File: src/design/magic_length_deframer_macros.svh
// Assertion helpers used by the deframer top module.
`ifndef MAGIC_LENGTH_DEFRAMER_MACROS_SVH
`define MAGIC_LENGTH_DEFRAMER_MACROS_SVH

// Same-cycle implication, checked on every rising edge outside reset.
`define MLD_ASSERT_IMPLY(label, clk, rstn, ante, cons) \
    label: assert property (@(posedge clk) disable iff (!(rstn)) (ante) |-> (cons)) \
        else $error("deframer check failed");

// Next-cycle implication, checked on every rising edge outside reset.
`define MLD_ASSERT_NEXT(label, clk, rstn, ante, cons) \
    label: assert property (@(posedge clk) disable iff (!(rstn)) (ante) |=> (cons)) \
        else $error("deframer check failed");

`endif

File: src/design/mld_pkg.sv
`timescale 1ns / 1ps

package mld_pkg;

    // Configuration register indexes.
    localparam logic [1:0] CFG_FIRST_MAGIC  = 2'd0;
    localparam logic [1:0] CFG_SECOND_MAGIC = 2'd1;
    localparam logic [1:0] CFG_MAX_LENGTH   = 2'd2;

    // Register reset values.
    localparam logic [7:0]  FIRST_MAGIC_RST  = 8'h94;
    localparam logic [7:0]  SECOND_MAGIC_RST = 8'hC3;
    localparam logic [15:0] MAX_LENGTH_RST   = 16'd256;

    typedef enum logic [2:0] {
        PH_SEEK1   = 3'd0,
        PH_SEEK2   = 3'd1,
        PH_LEN_HI  = 3'd2,
        PH_LEN_LO  = 3'd3,
        PH_PAYLOAD = 3'd4
    } phase_t;

    typedef struct packed {
        logic [7:0]  first_magic;
        logic [7:0]  second_magic;
        logic [15:0] max_length;
    } cfg_t;

    typedef struct packed {
        logic        has_byte;
        logic [7:0]  payload_byte;
        logic        frame_done;
        logic        empty_frame;
        logic [15:0] frame_length;
        logic [31:0] resync_total;
    } result_t;

    typedef struct packed {
        phase_t      phase;
        logic [15:0] declared_length;
    } status_t;

endpackage

File: src/design/magic_length_deframer.sv
`timescale 1ns / 1ps

// Length-prefixed byte-stream deframer. Every byte accepted on the s_ channel
// produces exactly one result transfer on the m_ channel. The block hunts for
// the first and then the second magic byte (a repeated first magic byte keeps
// it waiting for the second), reads a big-endian 16-bit payload length, and
// then passes each payload byte out with has_byte set, flagging the last one
// with frame_done. A zero length completes an empty frame on the low length
// byte. A wrong second byte or a length above max_length bumps resync_total
// and restarts the hunt. Throughput is one byte per clock while m_ready is
// high. The result for a byte passes from the input register through the
// parser update into the result register, and low m_ready can hold it in
// either register. Configuration
// registers (index 0 first_magic, 1 second_magic, 2 max_length) are written
// through cfg_wr_en/cfg_index/cfg_wdata and must only be changed while the
// block is idle.
module magic_length_deframer (
    input  logic        aclk,
    input  logic        aresetn,

    input  logic        cfg_wr_en,
    input  logic [1:0]  cfg_index,
    input  logic [15:0] cfg_wdata,

    input  logic        s_valid,
    output logic        s_ready,
    input  logic [7:0]  s_data_byte,

    output logic        m_valid,
    input  logic        m_ready,
    output logic        m_has_byte,
    output logic [7:0]  m_payload_byte,
    output logic        m_frame_done,
    output logic        m_empty_frame,
    output logic [15:0] m_frame_length,
    output logic [31:0] m_resync_total
);

`include "magic_length_deframer_macros.svh"

    mld_pkg::cfg_t    cfg_reg;
    mld_pkg::result_t step_result;
    mld_pkg::result_t result_reg;
    mld_pkg::status_t parser_status;

    logic       in_valid_reg;
    logic [7:0] in_data_reg;
    logic       out_valid_reg;
    logic       out_advance;
    logic       step_en;

    // The result register can take a new value when it is empty or its
    // current transfer completes this cycle. The input register refills
    // whenever its byte moves on, so a byte can enter every clock.
    assign out_advance = !out_valid_reg || m_ready;
    assign step_en     = in_valid_reg && out_advance;
    assign s_ready     = !in_valid_reg || out_advance;

    // Configuration registers; indexes outside the list are ignored.
    always_ff @(posedge aclk) begin
        if (!aresetn) begin
            cfg_reg.first_magic  <= mld_pkg::FIRST_MAGIC_RST;
            cfg_reg.second_magic <= mld_pkg::SECOND_MAGIC_RST;
            cfg_reg.max_length   <= mld_pkg::MAX_LENGTH_RST;
        end else if (cfg_wr_en) begin
            case (cfg_index)
                mld_pkg::CFG_FIRST_MAGIC:  cfg_reg.first_magic  <= cfg_wdata[7:0];
                mld_pkg::CFG_SECOND_MAGIC: cfg_reg.second_magic <= cfg_wdata[7:0];
                mld_pkg::CFG_MAX_LENGTH:   cfg_reg.max_length   <= cfg_wdata;
                default: begin
                end
            endcase
        end
    end

    // Input register.
    always_ff @(posedge aclk) begin
        if (!aresetn) begin
            in_valid_reg <= 1'b0;
        end else if (s_ready) begin
            in_valid_reg <= s_valid;
        end
    end

    always_ff @(posedge aclk) begin
        if (s_valid && s_ready) begin
            in_data_reg <= s_data_byte;
        end
    end

    mld_parser u_parser (
        .aclk      (aclk),
        .aresetn   (aresetn),
        .step_en   (step_en),
        .data_byte (in_data_reg),
        .cfg       (cfg_reg),
        .result    (step_result),
        .status    (parser_status)
    );

    // Result register.
    always_ff @(posedge aclk) begin
        if (!aresetn) begin
            out_valid_reg <= 1'b0;
        end else if (out_advance) begin
            out_valid_reg <= in_valid_reg;
        end
    end

    always_ff @(posedge aclk) begin
        if (step_en) begin
            result_reg <= step_result;
        end
    end

    assign m_valid        = out_valid_reg;
    assign m_has_byte     = result_reg.has_byte;
    assign m_payload_byte = result_reg.payload_byte;
    assign m_frame_done   = result_reg.frame_done;
    assign m_empty_frame  = result_reg.empty_frame;
    assign m_frame_length = result_reg.frame_length;
    assign m_resync_total = result_reg.resync_total;

    // An empty frame always completes and reports zero length.
    `MLD_ASSERT_IMPLY(a_empty_done, aclk, aresetn, m_valid && m_empty_frame, m_frame_done && (m_frame_length == 16'd0))
    // A payload byte always belongs to a frame of nonzero declared length.
    `MLD_ASSERT_IMPLY(a_payload_len, aclk, aresetn, m_valid && m_has_byte, m_frame_length != 16'd0)
    // A completed frame sends the parser back to the hunt for the first byte.
    `MLD_ASSERT_NEXT(a_done_seek, aclk, aresetn, step_en && step_result.frame_done, parser_status.phase == mld_pkg::PH_SEEK1)
    // While payload is streaming, the stored length is nonzero.
    `MLD_ASSERT_IMPLY(a_payload_state, aclk, aresetn, parser_status.phase == mld_pkg::PH_PAYLOAD, parser_status.declared_length != 16'd0)

endmodule

File: src/design/mld_parser.sv
`timescale 1ns / 1ps

// Frame parser state machine. One byte is consumed on each cycle with step_en
// high; the result for that byte is presented combinationally on result.
module mld_parser (
    input  logic            aclk,
    input  logic            aresetn,
    input  logic            step_en,
    input  logic [7:0]      data_byte,
    input  mld_pkg::cfg_t   cfg,
    output mld_pkg::result_t result,
    output mld_pkg::status_t status
);

    mld_pkg::phase_t phase_reg, phase_next;
    logic [15:0] declared_length_reg, declared_length_next;
    logic [15:0] received_count_reg, received_count_next;
    logic [31:0] resync_counter_reg, resync_counter_next;

    logic [15:0] full_length;
    logic [15:0] count_inc;

    assign full_length = {declared_length_reg[15:8], data_byte};
    assign count_inc   = received_count_reg + 16'd1;

    // Next-state logic.
    always_comb begin
        phase_next           = phase_reg;
        declared_length_next = declared_length_reg;
        received_count_next  = received_count_reg;
        resync_counter_next  = resync_counter_reg;
        unique case (phase_reg)
            mld_pkg::PH_SEEK2: begin
                if (data_byte == cfg.second_magic) begin
                    phase_next = mld_pkg::PH_LEN_HI;
                end else if (data_byte != cfg.first_magic) begin
                    phase_next          = mld_pkg::PH_SEEK1;
                    resync_counter_next = resync_counter_reg + 32'd1;
                end
            end
            mld_pkg::PH_LEN_HI: begin
                declared_length_next = {data_byte, 8'h00};
                phase_next           = mld_pkg::PH_LEN_LO;
            end
            mld_pkg::PH_LEN_LO: begin
                declared_length_next = full_length;
                if (full_length > cfg.max_length) begin
                    phase_next          = mld_pkg::PH_SEEK1;
                    resync_counter_next = resync_counter_reg + 32'd1;
                end else begin
                    received_count_next = '0;
                    phase_next = (full_length == 16'd0) ? mld_pkg::PH_SEEK1
                                                        : mld_pkg::PH_PAYLOAD;
                end
            end
            mld_pkg::PH_PAYLOAD: begin
                received_count_next = count_inc;
                if (count_inc == declared_length_reg) begin
                    phase_next = mld_pkg::PH_SEEK1;
                end
            end
            default: begin
                phase_next = (data_byte == cfg.first_magic) ? mld_pkg::PH_SEEK2
                                                            : mld_pkg::PH_SEEK1;
            end
        endcase
    end

    // Result logic.
    always_comb begin
        result              = '0;
        result.resync_total = resync_counter_next;
        unique case (phase_reg)
            mld_pkg::PH_LEN_LO: begin
                if (full_length <= cfg.max_length) begin
                    result.frame_length = full_length;
                    if (full_length == 16'd0) begin
                        result.frame_done  = 1'b1;
                        result.empty_frame = 1'b1;
                    end
                end
            end
            mld_pkg::PH_PAYLOAD: begin
                result.has_byte     = 1'b1;
                result.payload_byte = data_byte;
                result.frame_length = declared_length_reg;
                result.frame_done   = (count_inc == declared_length_reg);
            end
            default: begin
                result.frame_length = '0;
            end
        endcase
    end

    always_ff @(posedge aclk) begin
        if (!aresetn) begin
            phase_reg           <= mld_pkg::PH_SEEK1;
            declared_length_reg <= '0;
            received_count_reg  <= '0;
            resync_counter_reg  <= '0;
        end else if (step_en) begin
            phase_reg           <= phase_next;
            declared_length_reg <= declared_length_next;
            received_count_reg  <= received_count_next;
            resync_counter_reg  <= resync_counter_next;
        end
    end

    assign status.phase           = phase_reg;
    assign status.declared_length = declared_length_reg;

endmodule

File: config.mk
export PLATFORM = sky130hd
export DESIGN_NAME = magic_length_deframer
export DESIGN_NICKNAME = d
export VERILOG_FILES = /design/src/design/mld_pkg.sv /design/src/design/magic_length_deframer.sv /design/src/design/mld_parser.sv
export VERILOG_INCLUDE_DIRS = /design/src /design/src/design
export SDC_FILE = /design/constraint.sdc
export NUM_CORES = 1
export LEC_CHECK = 0
export BUFFER_PORTS_ARGS = -buffer_cell sky130_fd_sc_hd__buf_4
export CORE_ASPECT_RATIO = 1.25
export CORE_MARGIN = 1.5
export CORE_UTILIZATION = 25
export CTS_BUF_LIST = sky130_fd_sc_hd__clkbuf_8 sky130_fd_sc_hd__clkbuf_16
export DETAILED_ROUTE_END_ITERATION = 10
export GPL_TIMING_DRIVEN = 1
export PLACE_DENSITY = 0.52
export SLEW_MARGIN = 20
export SYNTH_ARGS = -nofsm -noshare
export SYNTH_HDL_FRONTEND = slang
export SYNTH_SLANG_ARGS = --single-unit
File: constraint.sdc
create_clock -name aclk -period 7.35 [get_ports aclk]
set_input_delay 1.47 -clock aclk [delete_from_list [all_inputs] [get_ports aclk]]
set_output_delay 1.47 -clock aclk [all_outputs]
set_load 0.02 [all_outputs]
* Yosys cells after proc, flatten, opt, wreduce, memory -nomap -nowiden
Index checks and enable logic that the tools add are counted.
** Storage, ports and cells
- Register bits :: 168
- Output and inout bits :: 61
** Cells by class
- Add/subtract/negate cells :: 2
- Reduce and logical (&&, ||, !) cells :: 18
- Magnitude comparators :: 2
- Bitwise gates (word level) :: 1
- Equality and inequality tests :: 13
- Multiplexer cells :: 19
** Operator list (number)
- 32-bit 2-to-1 mux :: 3
- 16-bit case mux with 2 select lines :: 3
- 32-bit case mux with 2 select lines :: 1
- 32-bit by 1-bit adder with 32-bit output (second input constant) :: 1
- 18-bit 2-to-1 mux :: 1
- 16-bit by 1-bit adder with 16-bit output (second input constant) :: 1
- 16-bit equality test :: 1
- 8-bit equality test :: 2
- 16-bit > comparator :: 1
- 16-bit <= comparator :: 1
- 16-bit zero test :: 1
- 16-bit 2-to-1 mux :: 1
- 3-bit 2-to-1 mux :: 5
- 3-bit case mux with 4 select lines :: 1
- 2-bit AND reduction :: 5
- 9-bit 2-to-1 mux :: 1
- 3-bit AND reduction :: 3
- 8-bit != test :: 1
- 3-bit by 2-bit equality test with 1-bit output (second input constant) :: 2
- 2-bit nonzero test :: 2
- 3-bit by 1-bit equality test with 1-bit output (second input constant) :: 1
- 3-bit equality test (second input constant) :: 1
- 3-bit by 1-bit != test with 1-bit output (second input constant) :: 1
- 2-bit by 1-bit equality test with 1-bit output (second input constant) :: 1
- 11 further kinds :: 14

* Depth between registers and ports, before layout
- Depth after elaboration :: 4
- Depth in mapped cells :: 12
- Depth with buffers taken out :: 9

* By module
From an unflattened synthesis, not the netlist that was laid out.
** Second synthesis, totals
- Cells, all modules :: 871
- Area total of the unflattened synthesis :: 8259.2 µm²
** By module, submodules not included
- mld_parser :: instances 1, cells an instance 662, area each 4872.2 µm²
- magic_length_deframer :: instances 1, cells an instance 209, area each 3387.0 µm²

* Least setup slack after synthesis
OpenSTA, ideal clock, no wires.
- Kind :: in2reg
- From :: input m_ready
- To :: register u_parser.resync_counter_reg[17]
- Data required time :: 7223 ps
- Slack :: 2979 ps
- Library setup time :: 127 ps
- Data arrival time :: 4244 ps
- Stages :: 7
- Path through :: nor2b_1 -> nand2b_1 -> clkbuf_1 -> inv_1 -> clkbuf_1 -> nand3_1 -> mux2i_1
** On the way
- Word-level cells in the longest chain between the ends :: 2
** RTL lines
- start: declaration :: line magic_length_deframer.sv:30 : input logic m_ready,
- 1-bit logical OR :: line magic_length_deframer.sv:55 : assign out_advance = !out_valid_reg || m_ready;
- 1-bit logical AND :: line magic_length_deframer.sv:56 : assign step_en = in_valid_reg && out_advance;
- via step_en :: line magic_length_deframer.sv:50 : logic step_en;
- end signal: assignment :: line mld_parser.sv:105 : resync_counter_reg <= resync_counter_next;
- end: declaration :: line mld_parser.sv:18 : logic [31:0] resync_counter_reg, resync_counter_next;
The timed path passes the listed nets, and every way through them passes these cells.
A chain may end at the register's enable or synchronous reset.

* Worst setup path in the final report
- From :: input m_ready
- To :: register u_parser.resync_counter_reg[26]
** On the way
- Word-level cells in the longest chain between the ends :: 2
** RTL lines (line)
- 1-bit logical OR :: magic_length_deframer.sv:55
- 1-bit logical AND :: magic_length_deframer.sv:56
No other way between the ends.

==> flow_metrics.tcl <==
set metrics [dict create \
    post-place-ws_ns 2.91 \
    cts_num_sinks 168 \
    setup_viol 0 \
    wl_microns 22900 \
    yosys.area_share.simple_pct 21.3 \
    dr.pass1.iters 5 \
    clk_pin_slew_worst_paths_ns 0.07 \
    critical_path_class "in -> reg" \
    synth_top_area_cell "dfxtp_1" \
    cts_hold_buf 0 \
    syn_avg_cell_area_sq_um 9.35 \
    place_congestion 0.835 \
    clockBufferDepth 2 \
    hpwl_microns 16400 \
    status "completed" \
    cp.required_ns 7.72 \
    vias 6732 \
    grt_pass1_vias 6660 \
    finClkSkew_ns 0.0105 \
    setup_ws_ns 3.43 \
    grt_pass1_wl_microns 36200 \
    syn-num-nets 954 \
    tightest_slew_ns 0.976 \
    timing.final.hold_violations 0 \
    antenna_found_initial 0 \
    layout_min_cycle_time_ns 3.92 \
    n_antenna_cell 0 \
    synth.top_cell.area_share_pct 23.9 \
    synth-compound-area-share_pct 13.8 \
    rows 75 \
    grt_max_degree 56 \
    die_x_microns 168 \
    coreArea_sq_mm 0.0335 \
    via_per_inst 4.82 \
    rsz0062_at_grt "false" \
    startpoint_type "input pin" \
    synth_top_family_by_area "simple AND/OR/NAND/NOR gates" \
    gr-total-overflow 0 \
    tns_ns 0 \
    insertion_delay_ns 0.44 \
    synth-edff-count 67 \
    yosys-top-cells-area "dfxtp_1 (24%), edfxtp_1 (24%), nand2_1 (5.0%), xnor2_1 (4.8%), a21oi_1 (3.7%)" \
    yosysSeqAreaShare_pct 47.7 \
    synthTopCellsByCount "nand2_1 (113), dfxtp_1 (101), edfxtp_1 (67)" \
    ys_ff_latch 168 \
    synthToLayoutAreaGrowth_pct 18.3 \
    ir_worst_vdd_mv 0.159 \
    muxShareOfSynthArea_pct 1.92 \
    ios 92 \
    fillCellCount 3471 \
    postCtsSetupRepairBufs 0 \
    crit_fanout 48 \
    initial_core_util_pct 25.3 \
    fin_nets 1009 \
    drv_slew 0 \
    fp.dieH_microns 209 \
    antenna_left 0 \
    drc 0 \
    die_area_sq_mm 0.0350 \
    htree_levels 4 \
    synthArstFlopShare_pct 0 \
    ys_warn_count 0 \
    slew_headroom_pct 35.0 \
    port_buffers 91 \
    syn_area_sq_mm 0.00846 \
    ys_types 77 \
    synth-xor-area-share_pct 7.30 \
    syn_inst 905 \
    hold_class "reg -> reg" \
    cts_tree "done" \
    max_freq_mhz 255 \
    synth_fa_ha_area_share_pct 2.66 \
    dr.first_iter.drc_count 329 \
    synth_flop_cell "dfxtp_1" \
    p_leak_nw 3.53 \
    cts_buffers 17 \
    grt_usage_pct 13.2 \
    synth_most_common_cell "nand2_1" \
    critPathArrivalTime_ns 4.29 \
    cts-resized-gates 0 \
    endpoint_kind "register" \
    p_per_area_mw_per_mm2 205 \
    final.period_utilization_pct 53.4 \
    clk_root_buffer_cell "clkbuf_16" \
    maxCapViolCount 0 \
    wire_per_inst_microns 16.4 \
    drive_gt1_share_pct 15.5 \
]
[layout make-up]
cell class,count,area (sq um),area share [%]
Sequential cell,168,4030,40.3
Multi-Input combinational cell,636,3980,39.8
Clock inverter,15,169,1.69
Clock buffer,17,425,4.25
Timing Repair Buffer,95,713,7.12
Inverter,42,158,1.57
Tap cell,423,529,5.29
[routing by layer]
layer,GRT usage [%],share of wire (%),up-vias
li1,-,-,3334
met1,15.8,43,3220
met2,23.3,51,145
met3,2.39,3.2,33
met4,5.50,2.5,0
met5,0,0,-
[report_power, final]
part	switching (mW)	leakage, nW	internal [mW]
combinational	0.0752	1.79	0.0483
clock	0.407	0.300	0.511
sequential	0.0187	1.44	0.991
total	0.501	3.53	1.55
[worst paths after layout]
| kind | start | to | slack, ns | cells past startpoint |
|---|---|---|---|---|
| setup / recovery | m_ready | u_parser.resync_counter_reg[26] | 3.43 | 8 |
| hold / removal | cfg_reg[10] | cfg_reg[10] | 0.45 | 2 |
| setup reg to reg | in_data_reg[5] | m_resync_total[19] | 4.02 | 8 |
| hold reg to reg | cfg_reg[10] | cfg_reg[10] | 0.45 | 2 |
[placed cells by master (no fill, tap or decap), types with 14 or more instances in the layout]
master	n
buf_4	95
dfxtp_1	101
a31oi_1	18
inv_1	40
xnor2_1	46
and3_1	24
o21ai_0	41
nand2_1	113
nand4_1	16
edfxtp_1	67
ha_1	18
xor2_1	22
a21oi_1	63
mux2i_1	14
clkbuf_16	17
nor2_1	42
nor3_1	33
nand3_1	38
[logic make-up after synthesis]
logic type | after synthesis
buf+inv | 101
compound gates | 182
mux | 16
xor+xnor | 69
fa+ha+maj | 18
flops | 168
simple gates | 351
[worst max-delay path, cell delays in order]
cell	delay, ns
buf_4	0.07
nor2b_1	0.06
nand2b_1	0.49
inv_2	0.70
buf_4	0.63
o2111ai_4	0.30
or3_1	0.37
a21oi_1	0.14
[metrics by stage]
step           area [sq um]  hold WS, ns  power [mW]  utilization, %  instances
5_1_grt               10000        0.470        2.12            29.9       1396
2_1_floorplan          8460        0.436        1.10               -        905
4_1_cts               10000        0.458        2.08            29.9       1396
6_report              10000        0.455        2.05            29.9       1396
3_5_place_dp           9420        0.448        1.16            28.1       1364
3_3_place_gp           9410        0.445        1.16            28.1       1364
No activity file was read; power rests on OpenSTA's default activity.
